--- src/hdl/assert_macros.svh ---
// Assertion macros used by the hash block's top-level RTL file.
`ifndef ASSERT_MACROS_SVH
`define ASSERT_MACROS_SVH

// Check that a condition implies another in the same cycle.
`define CHECK_IMPLY(name, ck, rs, ante, cons, msg) \
  name: assert property (@(posedge ck) disable iff (rs) (ante) |-> (cons)) \
    else $error(msg);

// Check that a condition implies another in the following cycle.
`define CHECK_NEXT(name, ck, rs, ante, cons, msg) \
  name: assert property (@(posedge ck) disable iff (rs) (ante) |=> (cons)) \
    else $error(msg);

`endif

--- src/hdl/dlmsh_pkg.sv ---
// Types, constants and the micro-program of the dual-lane multiply-shift hash.
`default_nettype none

package dlmsh_pkg;

  typedef logic [31:0] word_t;

  // Micro-program length and step counter
  localparam int unsigned ProgLen = 33;
  localparam int unsigned StepW   = $clog2(ProgLen);
  typedef logic [StepW-1:0] step_idx_t;
  localparam step_idx_t LastStep = step_idx_t'(ProgLen - 1);

  // Lane A key offsets
  localparam word_t KeyA1Offset = 32'h69FB_0000;
  localparam word_t KeyA2Offset = 32'h13DB_0000;

  typedef enum logic [1:0] {
    ST_IDLE,
    ST_RUN,
    ST_DRAIN,
    ST_FINISH
  } state_t;

  typedef enum logic {
    LANE_A,
    LANE_B
  } lane_t;

  // Multiplier left operand source
  typedef enum logic [2:0] {
    ASEL_CONST,
    ASEL_KEY_A1,
    ASEL_KEY_A2,
    ASEL_KEY_B1,
    ASEL_KEY_B2
  } asel_t;

  // How a product is folded into the accumulator
  typedef enum logic [1:0] {
    MODE_LOAD,
    MODE_ADD,
    MODE_SUB,
    MODE_MOV
  } mode_t;

  // Where a finished step result goes
  typedef enum logic [1:0] {
    POST_NONE,
    POST_V,
    POST_T,
    POST_HASH
  } post_t;

  typedef struct packed {
    logic  issue;
    lane_t lane;
    asel_t asel;
    logic  use_hi;
    word_t coef;
    mode_t mode;
    post_t post;
  } op_t;

  // Control from the sequencer to the lane datapath
  typedef struct packed {
    logic start;
    logic clear;
    op_t  op;
  } lane_ctl_t;

  localparam op_t OpIdle = '{
    issue:  1'b0,
    lane:   LANE_A,
    asel:   ASEL_CONST,
    use_hi: 1'b0,
    coef:   32'h0,
    mode:   MODE_LOAD,
    post:   POST_NONE
  };

  function automatic op_t mk_op(lane_t lane, asel_t asel, logic use_hi, word_t coef,
                                mode_t mode, post_t post);
    op_t o;
    o.issue  = 1'b1;
    o.lane   = lane;
    o.asel   = asel;
    o.use_hi = use_hi;
    o.coef   = coef;
    o.mode   = mode;
    o.post   = post;
    return o;
  endfunction

  // Issue schedule: lane A and lane B pairs interleave so that each lane's
  // next product sees its own previous result; gaps are bubbles.
  function automatic op_t prog(step_idx_t idx);
    op_t o;
    o = OpIdle;
    unique case (idx)
      // lane B: x = key1 * (lo + hash)
      6'd0:  o = mk_op(LANE_B, ASEL_KEY_B1, 1'b0, 32'h0, MODE_MOV, POST_V);
      // lane A: p
      6'd1:  o = mk_op(LANE_A, ASEL_KEY_A1, 1'b0, 32'h0, MODE_LOAD, POST_NONE);
      6'd2:  o = mk_op(LANE_A, ASEL_CONST, 1'b1, 32'h10FA_9605, MODE_SUB, POST_V);
      // lane B: a
      6'd3:  o = mk_op(LANE_B, ASEL_CONST, 1'b0, 32'hB111_0000, MODE_LOAD, POST_NONE);
      6'd4:  o = mk_op(LANE_B, ASEL_CONST, 1'b1, 32'h3067_4EEF, MODE_SUB, POST_V);
      // lane A: q
      6'd5:  o = mk_op(LANE_A, ASEL_CONST, 1'b0, 32'h79F8_A395, MODE_LOAD, POST_NONE);
      6'd6:  o = mk_op(LANE_A, ASEL_CONST, 1'b1, 32'h689B_6B9F, MODE_ADD, POST_V);
      // lane B: b
      6'd7:  o = mk_op(LANE_B, ASEL_CONST, 1'b0, 32'h5B9F_0000, MODE_LOAD, POST_NONE);
      6'd8:  o = mk_op(LANE_B, ASEL_CONST, 1'b1, 32'h78F7_A461, MODE_SUB, POST_V);
      // lane A: t, then u = t + hi
      6'd9:  o = mk_op(LANE_A, ASEL_CONST, 1'b0, 32'hEA97_0001, MODE_LOAD, POST_NONE);
      6'd10: o = mk_op(LANE_A, ASEL_CONST, 1'b1, 32'h3C10_1569, MODE_SUB, POST_T);
      // lane B: c (high half term first)
      6'd11: o = mk_op(LANE_B, ASEL_CONST, 1'b1, 32'h12CE_B96D, MODE_LOAD, POST_NONE);
      6'd12: o = mk_op(LANE_B, ASEL_CONST, 1'b0, 32'h4693_0000, MODE_SUB, POST_V);
      // lane A: v
      6'd13: o = mk_op(LANE_A, ASEL_KEY_A2, 1'b0, 32'h0, MODE_LOAD, POST_NONE);
      6'd14: o = mk_op(LANE_A, ASEL_CONST, 1'b1, 32'h3CE8_EC25, MODE_SUB, POST_V);
      // lane B: t, then t + hi
      6'd15: o = mk_op(LANE_B, ASEL_CONST, 1'b0, 32'h1D83_0000, MODE_LOAD, POST_NONE);
      6'd16: o = mk_op(LANE_B, ASEL_CONST, 1'b1, 32'h257E_1D83, MODE_ADD, POST_T);
      // lane A: w
      6'd17: o = mk_op(LANE_A, ASEL_CONST, 1'b0, 32'h59C3_AF2D, MODE_LOAD, POST_NONE);
      6'd18: o = mk_op(LANE_A, ASEL_CONST, 1'b1, 32'h2232_E0F1, MODE_SUB, POST_V);
      // lane B: d = key2 * (t + hi)
      6'd19: o = mk_op(LANE_B, ASEL_KEY_B2, 1'b0, 32'h0, MODE_MOV, POST_V);
      // lane A: new hash
      6'd20: o = mk_op(LANE_A, ASEL_CONST, 1'b0, 32'h1EC9_0001, MODE_LOAD, POST_NONE);
      6'd21: o = mk_op(LANE_A, ASEL_CONST, 1'b1, 32'h35BD_1EC9, MODE_ADD, POST_HASH);
      // lane B: e
      6'd22: o = mk_op(LANE_B, ASEL_CONST, 1'b0, 32'h16F5_0000, MODE_LOAD, POST_NONE);
      6'd23: o = mk_op(LANE_B, ASEL_CONST, 1'b1, 32'h5D8B_E90B, MODE_SUB, POST_V);
      // lane B: f
      6'd25: o = mk_op(LANE_B, ASEL_CONST, 1'b0, 32'h96FF_0000, MODE_LOAD, POST_NONE);
      6'd26: o = mk_op(LANE_B, ASEL_CONST, 1'b1, 32'h2C7C_6901, MODE_SUB, POST_V);
      // lane B: g
      6'd28: o = mk_op(LANE_B, ASEL_CONST, 1'b0, 32'h2B89_0000, MODE_LOAD, POST_NONE);
      6'd29: o = mk_op(LANE_B, ASEL_CONST, 1'b1, 32'h7C93_2B89, MODE_ADD, POST_V);
      // lane B: new hash
      6'd31: o = mk_op(LANE_B, ASEL_CONST, 1'b0, 32'h9F69_0000, MODE_LOAD, POST_NONE);
      6'd32: o = mk_op(LANE_B, ASEL_CONST, 1'b1, 32'h405B_6097, MODE_SUB, POST_HASH);
      default: o = OpIdle;
    endcase
    return o;
  endfunction

endpackage

`default_nettype wire

--- src/hdl/dlmsh_in_if.sv ---
// Input channel: one 8-byte chunk with its key words and last mark.
`default_nettype none

interface dlmsh_in_if;
  logic              valid;
  logic              ready;
  dlmsh_pkg::word_t  word_low;
  dlmsh_pkg::word_t  word_high;
  dlmsh_pkg::word_t  key_first;
  dlmsh_pkg::word_t  key_second;
  logic              last_chunk;

  modport source (
    output valid, word_low, word_high, key_first, key_second, last_chunk,
    input  ready
  );

  modport sink (
    input  valid, word_low, word_high, key_first, key_second, last_chunk,
    output ready
  );
endinterface

`default_nettype wire

--- src/hdl/dlmsh_out_if.sv ---
// Output channel: the 64-bit digest as two 32-bit words.
`default_nettype none

interface dlmsh_out_if;
  logic              valid;
  logic              ready;
  dlmsh_pkg::word_t  digest_low;
  dlmsh_pkg::word_t  digest_high;

  modport source (
    output valid, digest_low, digest_high,
    input  ready
  );

  modport sink (
    input  valid, digest_low, digest_high,
    output ready
  );
endinterface

`default_nettype wire

--- src/hdl/dlmsh_lanes.sv ---
// Lane datapath: shared multiplier, accumulator and the state of both lanes.
`default_nettype none

module dlmsh_lanes (
  input  logic                   clk,
  input  logic                   rst,
  input  dlmsh_pkg::lane_ctl_t   ctl,
  input  dlmsh_pkg::word_t       word_low,
  input  dlmsh_pkg::word_t       word_high,
  input  dlmsh_pkg::word_t       key_first,
  input  dlmsh_pkg::word_t       key_second,
  output dlmsh_pkg::word_t       digest_low,
  output dlmsh_pkg::word_t       digest_high
);

  // Control that travels with a product to the combine cycle
  typedef struct packed {
    logic              valid;
    dlmsh_pkg::lane_t  lane;
    dlmsh_pkg::mode_t  mode;
    dlmsh_pkg::post_t  post;
  } pend_t;

  dlmsh_pkg::word_t v_a, v_b;
  dlmsh_pkg::word_t t_a, t_b;
  dlmsh_pkg::word_t a_hash, a_cache, b_hash, b_cache;
  dlmsh_pkg::word_t hi_q, k1_q, k2_q;
  dlmsh_pkg::word_t acc, prod;
  pend_t            pend;

  dlmsh_pkg::word_t key_a1, key_a2, key_b1, key_b2;
  dlmsh_pkg::word_t v_sel, a_opnd, b_opnd;
  dlmsh_pkg::word_t res, res_plus_hi, cache_sum;

  // Derive the per-lane odd keys
  always_comb begin
    key_b1 = k1_q | 32'h1;
    key_b2 = k2_q | 32'h1;
    key_a1 = key_b1 + dlmsh_pkg::KeyA1Offset;
    key_a2 = key_b2 + dlmsh_pkg::KeyA2Offset;
  end

  // Select multiplier operands
  always_comb begin
    v_sel  = (ctl.op.lane == dlmsh_pkg::LANE_A) ? v_a : v_b;
    b_opnd = ctl.op.use_hi ? {16'h0, v_sel[31:16]} : v_sel;
    unique case (ctl.op.asel)
      dlmsh_pkg::ASEL_KEY_A1: a_opnd = key_a1;
      dlmsh_pkg::ASEL_KEY_A2: a_opnd = key_a2;
      dlmsh_pkg::ASEL_KEY_B1: a_opnd = key_b1;
      dlmsh_pkg::ASEL_KEY_B2: a_opnd = key_b2;
      default:                a_opnd = ctl.op.coef;
    endcase
  end

  // Fold the registered product into the running step value
  always_comb begin
    case (pend.mode)
      dlmsh_pkg::MODE_ADD: res = acc + prod;
      dlmsh_pkg::MODE_SUB: res = acc - prod;
      default:             res = prod;
    endcase
    res_plus_hi = res + hi_q;
    if (pend.lane == dlmsh_pkg::LANE_A) begin
      cache_sum = a_cache + t_a + res;
    end else begin
      cache_sum = b_cache + t_b + res;
    end
  end

  // Multiply stage: low 32 bits of the product
  always_ff @(posedge clk) begin
    prod <= a_opnd * b_opnd;
  end

  always_ff @(posedge clk) begin
    if (rst) begin
      pend <= '0;
    end else begin
      pend.valid <= ctl.op.issue;
      pend.lane  <= ctl.op.lane;
      pend.mode  <= ctl.op.mode;
      pend.post  <= ctl.op.post;
    end
  end

  // Latch the chunk's high word and both keys
  always_ff @(posedge clk) begin
    if (ctl.start) begin
      hi_q <= word_high;
      k1_q <= key_first;
      k2_q <= key_second;
    end
  end

  // Working values of each chain
  always_ff @(posedge clk) begin
    if (ctl.start) begin
      v_a <= word_low + a_hash;
      v_b <= word_low + b_hash;
    end else if (pend.valid) begin
      if (pend.mode == dlmsh_pkg::MODE_LOAD) begin
        acc <= prod;
      end else begin
        case (pend.post)
          dlmsh_pkg::POST_V: begin
            if (pend.lane == dlmsh_pkg::LANE_A) v_a <= res;
            else v_b <= res;
          end
          dlmsh_pkg::POST_T: begin
            if (pend.lane == dlmsh_pkg::LANE_A) begin
              v_a <= res_plus_hi;
              t_a <= res;
            end else begin
              v_b <= res_plus_hi;
              t_b <= res;
            end
          end
          default: ;
        endcase
      end
    end
  end

  // Running hash and cache of each lane; clear after a digest
  always_ff @(posedge clk) begin
    if (rst || ctl.clear) begin
      a_hash  <= '0;
      a_cache <= '0;
      b_hash  <= '0;
      b_cache <= '0;
    end else if (pend.valid && pend.mode != dlmsh_pkg::MODE_LOAD &&
                 pend.post == dlmsh_pkg::POST_HASH) begin
      if (pend.lane == dlmsh_pkg::LANE_A) begin
        a_hash  <= res;
        a_cache <= cache_sum;
      end else begin
        b_hash  <= res;
        b_cache <= cache_sum;
      end
    end
  end

  assign digest_low  = a_hash ^ b_hash;
  assign digest_high = a_cache ^ b_cache;

endmodule

`default_nettype wire

--- src/hdl/dual_lane_multiply_shift_hash_unit.sv ---
// Each accepted chunk passes through the handshake in the idle state, the 33-step issue program of the single
// shared 32x32 multiplier (30 products for the two lanes, interleaved, plus three bubbles
// where lane B waits on its own previous result), a drain state that folds the last product, and
// a finish state. On a chunk marked last the finish state loads the digest into the output
// register and clears both lanes; if an earlier digest is still waiting there, it holds until
// that digest is taken. The next chunk is accepted right after the finish state.
`default_nettype none
`include "assert_macros.svh"

module dual_lane_multiply_shift_hash_unit (
  input  logic         clk,
  input  logic         rst,
  dlmsh_in_if.sink     chunk,
  dlmsh_out_if.source  digest
);

  dlmsh_pkg::state_t    state, state_next;
  dlmsh_pkg::step_idx_t step;
  dlmsh_pkg::lane_ctl_t ctl;
  dlmsh_pkg::word_t     lane_low, lane_high;
  dlmsh_pkg::word_t     out_low, out_high;
  logic                 last_q;
  logic                 out_valid;
  logic                 accept;
  logic                 finish_fire;

  dlmsh_lanes u_lanes (
    .clk         (clk),
    .rst         (rst),
    .ctl         (ctl),
    .word_low    (chunk.word_low),
    .word_high   (chunk.word_high),
    .key_first   (chunk.key_first),
    .key_second  (chunk.key_second),
    .digest_low  (lane_low),
    .digest_high (lane_high)
  );

  assign accept      = chunk.valid && (state == dlmsh_pkg::ST_IDLE);
  assign finish_fire = (state == dlmsh_pkg::ST_FINISH) && last_q &&
                       (!out_valid || digest.ready);

  // Next state
  always_comb begin
    state_next = state;
    unique case (state)
      dlmsh_pkg::ST_IDLE:   if (chunk.valid) state_next = dlmsh_pkg::ST_RUN;
      dlmsh_pkg::ST_RUN:    if (step == dlmsh_pkg::LastStep) state_next = dlmsh_pkg::ST_DRAIN;
      dlmsh_pkg::ST_DRAIN:  state_next = dlmsh_pkg::ST_FINISH;
      dlmsh_pkg::ST_FINISH: begin
        if (!last_q || finish_fire) state_next = dlmsh_pkg::ST_IDLE;
      end
      default:              state_next = dlmsh_pkg::ST_IDLE;
    endcase
  end

  // Sequencer outputs
  always_comb begin
    ctl.start = accept;
    ctl.clear = finish_fire;
    ctl.op    = (state == dlmsh_pkg::ST_RUN) ? dlmsh_pkg::prog(step) : dlmsh_pkg::OpIdle;
  end

  always_ff @(posedge clk) begin
    if (rst) begin
      state <= dlmsh_pkg::ST_IDLE;
    end else begin
      state <= state_next;
    end
  end

  // Advance the program step while running
  always_ff @(posedge clk) begin
    if (rst) begin
      step <= '0;
    end else if (state == dlmsh_pkg::ST_RUN && step != dlmsh_pkg::LastStep) begin
      step <= step + dlmsh_pkg::step_idx_t'(1);
    end else begin
      step <= '0;
    end
  end

  always_ff @(posedge clk) begin
    if (rst) begin
      last_q <= 1'b0;
    end else if (accept) begin
      last_q <= chunk.last_chunk;
    end
  end

  // Hold the digest word until the sink takes it
  always_ff @(posedge clk) begin
    if (rst) begin
      out_valid <= 1'b0;
    end else if (finish_fire) begin
      out_valid <= 1'b1;
    end else if (digest.ready) begin
      out_valid <= 1'b0;
    end
  end

  always_ff @(posedge clk) begin
    if (finish_fire) begin
      out_low  <= lane_low;
      out_high <= lane_high;
    end
  end

  assign chunk.ready        = (state == dlmsh_pkg::ST_IDLE);
  assign digest.valid       = out_valid;
  assign digest.digest_low  = out_low;
  assign digest.digest_high = out_high;

  `CHECK_NEXT(a_accept_runs, clk, rst, chunk.valid && chunk.ready, (state == dlmsh_pkg::ST_RUN) && (step == '0), "accepted word did not start the program")
  `CHECK_IMPLY(a_result_from_finish, clk, rst, $rose(out_valid), $past(state == dlmsh_pkg::ST_FINISH) && $past(last_q), "digest raised outside finish of a last chunk")
  `CHECK_IMPLY(a_step_only_running, clk, rst, state != dlmsh_pkg::ST_RUN, step == '0, "program step moved outside run")

endmodule

`default_nettype wire

--- src/flat_wrapper.sv ---
// flat-port wrapper written by rule: the top's interface ports become plain ports
module dual_lane_multiply_shift_hash_unit_flat 
  (clk, rst, chunk_valid, chunk_word_low, chunk_word_high, chunk_key_first, chunk_key_second, chunk_last_chunk, chunk_ready, digest_valid, digest_digest_low, digest_digest_high, digest_ready);
  dlmsh_in_if chunk_i ();
  dlmsh_out_if digest_i ();
  input  logic clk;
  input  logic rst;
  input wire logic [$bits(chunk_i.valid)-1:0] chunk_valid;
  input wire logic [$bits(chunk_i.word_low)-1:0] chunk_word_low;
  input wire logic [$bits(chunk_i.word_high)-1:0] chunk_word_high;
  input wire logic [$bits(chunk_i.key_first)-1:0] chunk_key_first;
  input wire logic [$bits(chunk_i.key_second)-1:0] chunk_key_second;
  input wire logic [$bits(chunk_i.last_chunk)-1:0] chunk_last_chunk;
  output wire logic [$bits(chunk_i.ready)-1:0] chunk_ready;
  output wire logic [$bits(digest_i.valid)-1:0] digest_valid;
  output wire logic [$bits(digest_i.digest_low)-1:0] digest_digest_low;
  output wire logic [$bits(digest_i.digest_high)-1:0] digest_digest_high;
  input wire logic [$bits(digest_i.ready)-1:0] digest_ready;
  assign chunk_i.valid = chunk_valid;
  assign chunk_i.word_low = chunk_word_low;
  assign chunk_i.word_high = chunk_word_high;
  assign chunk_i.key_first = chunk_key_first;
  assign chunk_i.key_second = chunk_key_second;
  assign chunk_i.last_chunk = chunk_last_chunk;
  assign chunk_ready = chunk_i.ready;
  assign digest_valid = digest_i.valid;
  assign digest_digest_low = digest_i.digest_low;
  assign digest_digest_high = digest_i.digest_high;
  assign digest_i.ready = digest_ready;
  dual_lane_multiply_shift_hash_unit u_core (.clk(clk), .rst(rst), .chunk(chunk_i), .digest(digest_i));
endmodule
--- config.mk ---
export PLATFORM = sky130hd
export DESIGN_NAME = dual_lane_multiply_shift_hash_unit_flat
export DESIGN_NICKNAME = d
export VERILOG_FILES = /design/src/hdl/dlmsh_pkg.sv /design/src/hdl/dlmsh_in_if.sv /design/src/hdl/dlmsh_out_if.sv /design/src/hdl/dlmsh_lanes.sv /design/src/hdl/dual_lane_multiply_shift_hash_unit.sv /design/src/flat_wrapper.sv
export VERILOG_INCLUDE_DIRS = /design/src /design/src/hdl
export SDC_FILE = /design/constraint.sdc
export NUM_CORES = 2
export LEC_CHECK = 0
export CORE_ASPECT_RATIO = 1.25
export CORE_UTILIZATION = 45
export CTS_CLUSTER_DIAMETER = 120
export DETAILED_ROUTE_END_ITERATION = 10
export DONT_BUFFER_PORTS = 1
export SYNTH_ARGS = -nofsm -noshare
export SYNTH_HDL_FRONTEND = slang
export SYNTH_SLANG_ARGS = --single-unit
--- constraint.sdc ---
create_clock -name clk -period 9.3 [get_ports clk]
set_input_delay 1.86 -clock clk [delete_from_list [all_inputs] [get_ports clk]]
set_output_delay 1.86 -clock clk [all_outputs]
set_load 0.05 [all_outputs]
==> impl_metrics.env <==
export IMPL_status="finished clean"
export IMPL_r2r_slack_ns=0.39
export IMPL_diodes=0
export IMPL_design_area_sq_um=52900
export IMPL_finalNonFillerCells=6770
export IMPL_syn_area_per_cell_sq_um=9.183
export IMPL_cts_max_path_buffers=3
export IMPL_drive_above_1_share_pct=7.454
export IMPL_initial_utilization_pct=45.52
export IMPL_drv_slew=0
export IMPL_r2r_start="u_core.state[1]"
export IMPL_die_height_um=367.3
export IMPL_vias=36913
export IMPL_cp_required_ns=9.83
export IMPL_final_common_cell="inv_1"
export IMPL_dr_pass1_iters=6
export IMPL_ys_ff_latch=536
export IMPL_synth_cell_type_count=90
export IMPL_post_route_min_period_ns=8.913
export IMPL_finalCritPeriodShare_pct=95.84
export IMPL_path_delay_family="adder cells"
export IMPL_postLayoutCoreUtil_pct=50.14
export IMPL_port_buffers=0
export IMPL_hold_end="u_core.u_lanes.pend[0]"
export IMPL_synth_area_leaders="edfxtp_1 20%, fa_1 20%, dfxtp_1 9.1%, ha_1 8.5%, inv_1 6.1%"
export IMPL_r2r_end="u_core.u_lanes.prod[30]"
export IMPL_synth_area_leader_cell="edfxtp_1"
export IMPL_row_count=133
export IMPL_synth_top_area_share_pct=19.88
export IMPL_clock_sinks=536
export IMPL_grt_max_degree=80
export IMPL_skew_ns=0.04268
export IMPL_core_area_sq_um=105500
export IMPL_worstPathArrival_ns=9.44
export IMPL_overflow=0
export IMPL_fmax_mhz=112.2
export IMPL_placed_area_sq_um=50760
export IMPL_clock_latency_ns=0.68
export IMPL_nets=6239
export IMPL_clk_pin_slew_ns=0.07
export IMPL_setup_viol=0
export IMPL_place_congestion=1.024
export IMPL_drtIter0Drc=2581
export IMPL_worst_pin_slew_ns=0.9949
export IMPL_mappedNetlistArea_sq_um=48030
export IMPL_die_area_sq_um=108000
export IMPL_cp_num_buf_inv=9
export IMPL_start_kind="flip-flop"
export IMPL_detail_route_wirelength_mm=147.6
export IMPL_crit_path_end_kind="flip-flop"
export IMPL_hold_ws_ns=0.4330
export IMPL_ant_nets=0
export IMPL_synth_nets=6167
export IMPL_viasPerCell=5.452
export IMPL_dp_cells=6655
export IMPL_crit_type="reg2reg"
export IMPL_dp_final_hpwl_mm=117.8
export IMPL_drc=0
export IMPL_min_path_cells=1
export IMPL_min_path_type="reg2reg"
export IMPL_clock_root_buffer="clkbuf_16"
export IMPL_layout_common_cells="785 x inv_1, 586 x nor2_1, 490 x nand2_1"
export IMPL_ys_seq_area_share_pct=28.97
export IMPL_cts_made_buffers=59
export IMPL_grt_pass1_wl_mm=227.5
export IMPL_grt_pass1_vias=38434
export IMPL_async_flop_share_pct=0
export IMPL_slowest_delay_ns=0.56
export IMPL_synth_edff_count=318
export IMPL_boundaryPins=199
export IMPL_relSlewSlack_pct=31.77
export IMPL_path_common_cell="fa_1"
export IMPL_yosys_warnings=0
export IMPL_r2r_cells=33
export IMPL_syn2layout_area_growth_pct=10.14
export IMPL_synth_cells=5230
export IMPL_antenna_found_initial=2
export IMPL_slowest_stage="fa_1"
export IMPL_maxCapViolations=0
export IMPL_cts_tree="yes"
export IMPL_post_drt_wl_per_cell_um=21.80
export IMPL_hold_violations=0
export IMPL_path_max_fanout=7
export IMPL_track_usage_pct=27.68
export IMPL_die_w_um=294.2
export IMPL_h_tree_depth=2
export IMPL_yosys_most_used_dff="edfxtp_1"
-- Yosys cell counts (32+ instances only) --
| cell type | n |
|---|---|
| nand2b_1 | 76 |
| a21o_1 | 114 |
| edfxtp_1 | 318 |
| and2_1 | 46 |
| dfxtp_1 | 218 |
| nor2_1 | 590 |
| o21a_1 | 57 |
| clkbuf_1 | 179 |
| xnor2_1 | 223 |
| fa_1 | 476 |
| a22oi_1 | 32 |
| xor2_1 | 139 |
| mux2i_1 | 42 |
| ha_1 | 328 |
| nor3_1 | 55 |
| o21ai_0 | 173 |
| a211oi_1 | 79 |
| nand2_1 | 494 |
| inv_1 | 786 |
| nand3_1 | 52 |
| a21oi_1 | 307 |
-- metal layers --
| layer | GRT usage [%] | share of wire (%) | wire length (um) |
|---|---|---|---|
| met1 | 34.09 | 41 | 59920 |
| met2 | 48.63 | 50 | 73700 |
| met3 | 3.770 | 5.1 | 7597 |
| met4 | 10.77 | 4.3 | 6355 |
| met5 | 0 | 0 | 0 |
-- cell type report --
cell class / count / area, sq um
fillers: 10075 / 52600
multi-input cells: 3709 / 30590
flip-flops and latches: 536 / 13910
inverters: 790 / 2970
well taps: 1417 / 1773
clock buffers: 82 / 1655
repair buffers: 206 / 1655
clock inverters: 30 / 340.3
-- what timing repair did --
| action | in CTS | in global routing |
|---|---|---|
| resized for setup | 0 | 27 |
| endpoints found under the hold margin | 0 | 0 |
| hold buffers | 0 | 0 |
| buffers inserted | 0 | 2 |
| setup endpoints to repair | 0 | 5 |
-- sequential cells by signal (all words and copies together), names as in the netlist, 32 cells and up, named ones only --
signal,count
u_core.u_lanes.hi_q,32
u_core.u_lanes.a_hash,32
u_core.digest.digest_high,32
u_core.u_lanes.t_a,32
u_core.u_lanes.prod,32
u_core.u_lanes.acc,32
u_core.u_lanes.v_b,32
u_core.u_lanes.t_b,32
u_core.u_lanes.a_cache,32
u_core.u_lanes.v_a,32
u_core.digest.digest_low,32
u_core.u_lanes.b_cache,32
u_core.u_lanes.b_hash,32
-- kinds of logic after synthesis --
logic type      synth area share (%)
compound gates                 13.55
mux                            1.344
buf+inv                        7.716
simple gates                   13.39
fa+ha+maj                      28.39
xor+xnor                       6.648
flops                          28.97
-- stage by stage --
step,setup TNS [ns],setup WS (ns)
after floorplan,0,0.4735
after global placement,0,0.1399
after detailed placement,0,0.1551
after CTS,0,0.1258
after global routing,-0.007945,-0.007945
final,0,0.3867
-- how the worst max path moves through the flow --
stage                    startpoint                 endpoint  slack, ns  cells after the start
floorplan           u_core.state[1]  u_core.u_lanes.prod[29]       0.47                     32
global placement    u_core.state[1]  u_core.u_lanes.prod[31]       0.14                     31
detailed placement  u_core.state[1]  u_core.u_lanes.prod[31]       0.16                     31
CTS                 u_core.state[1]  u_core.u_lanes.prod[31]       0.13                     31
global route        u_core.state[1]  u_core.u_lanes.prod[30]     -0.008                     37
finish              u_core.state[1]  u_core.u_lanes.prod[30]       0.39                     33
Power is not shown: default switching activity piles up to over one toggle a cycle in this logic, so the estimate is an artifact.
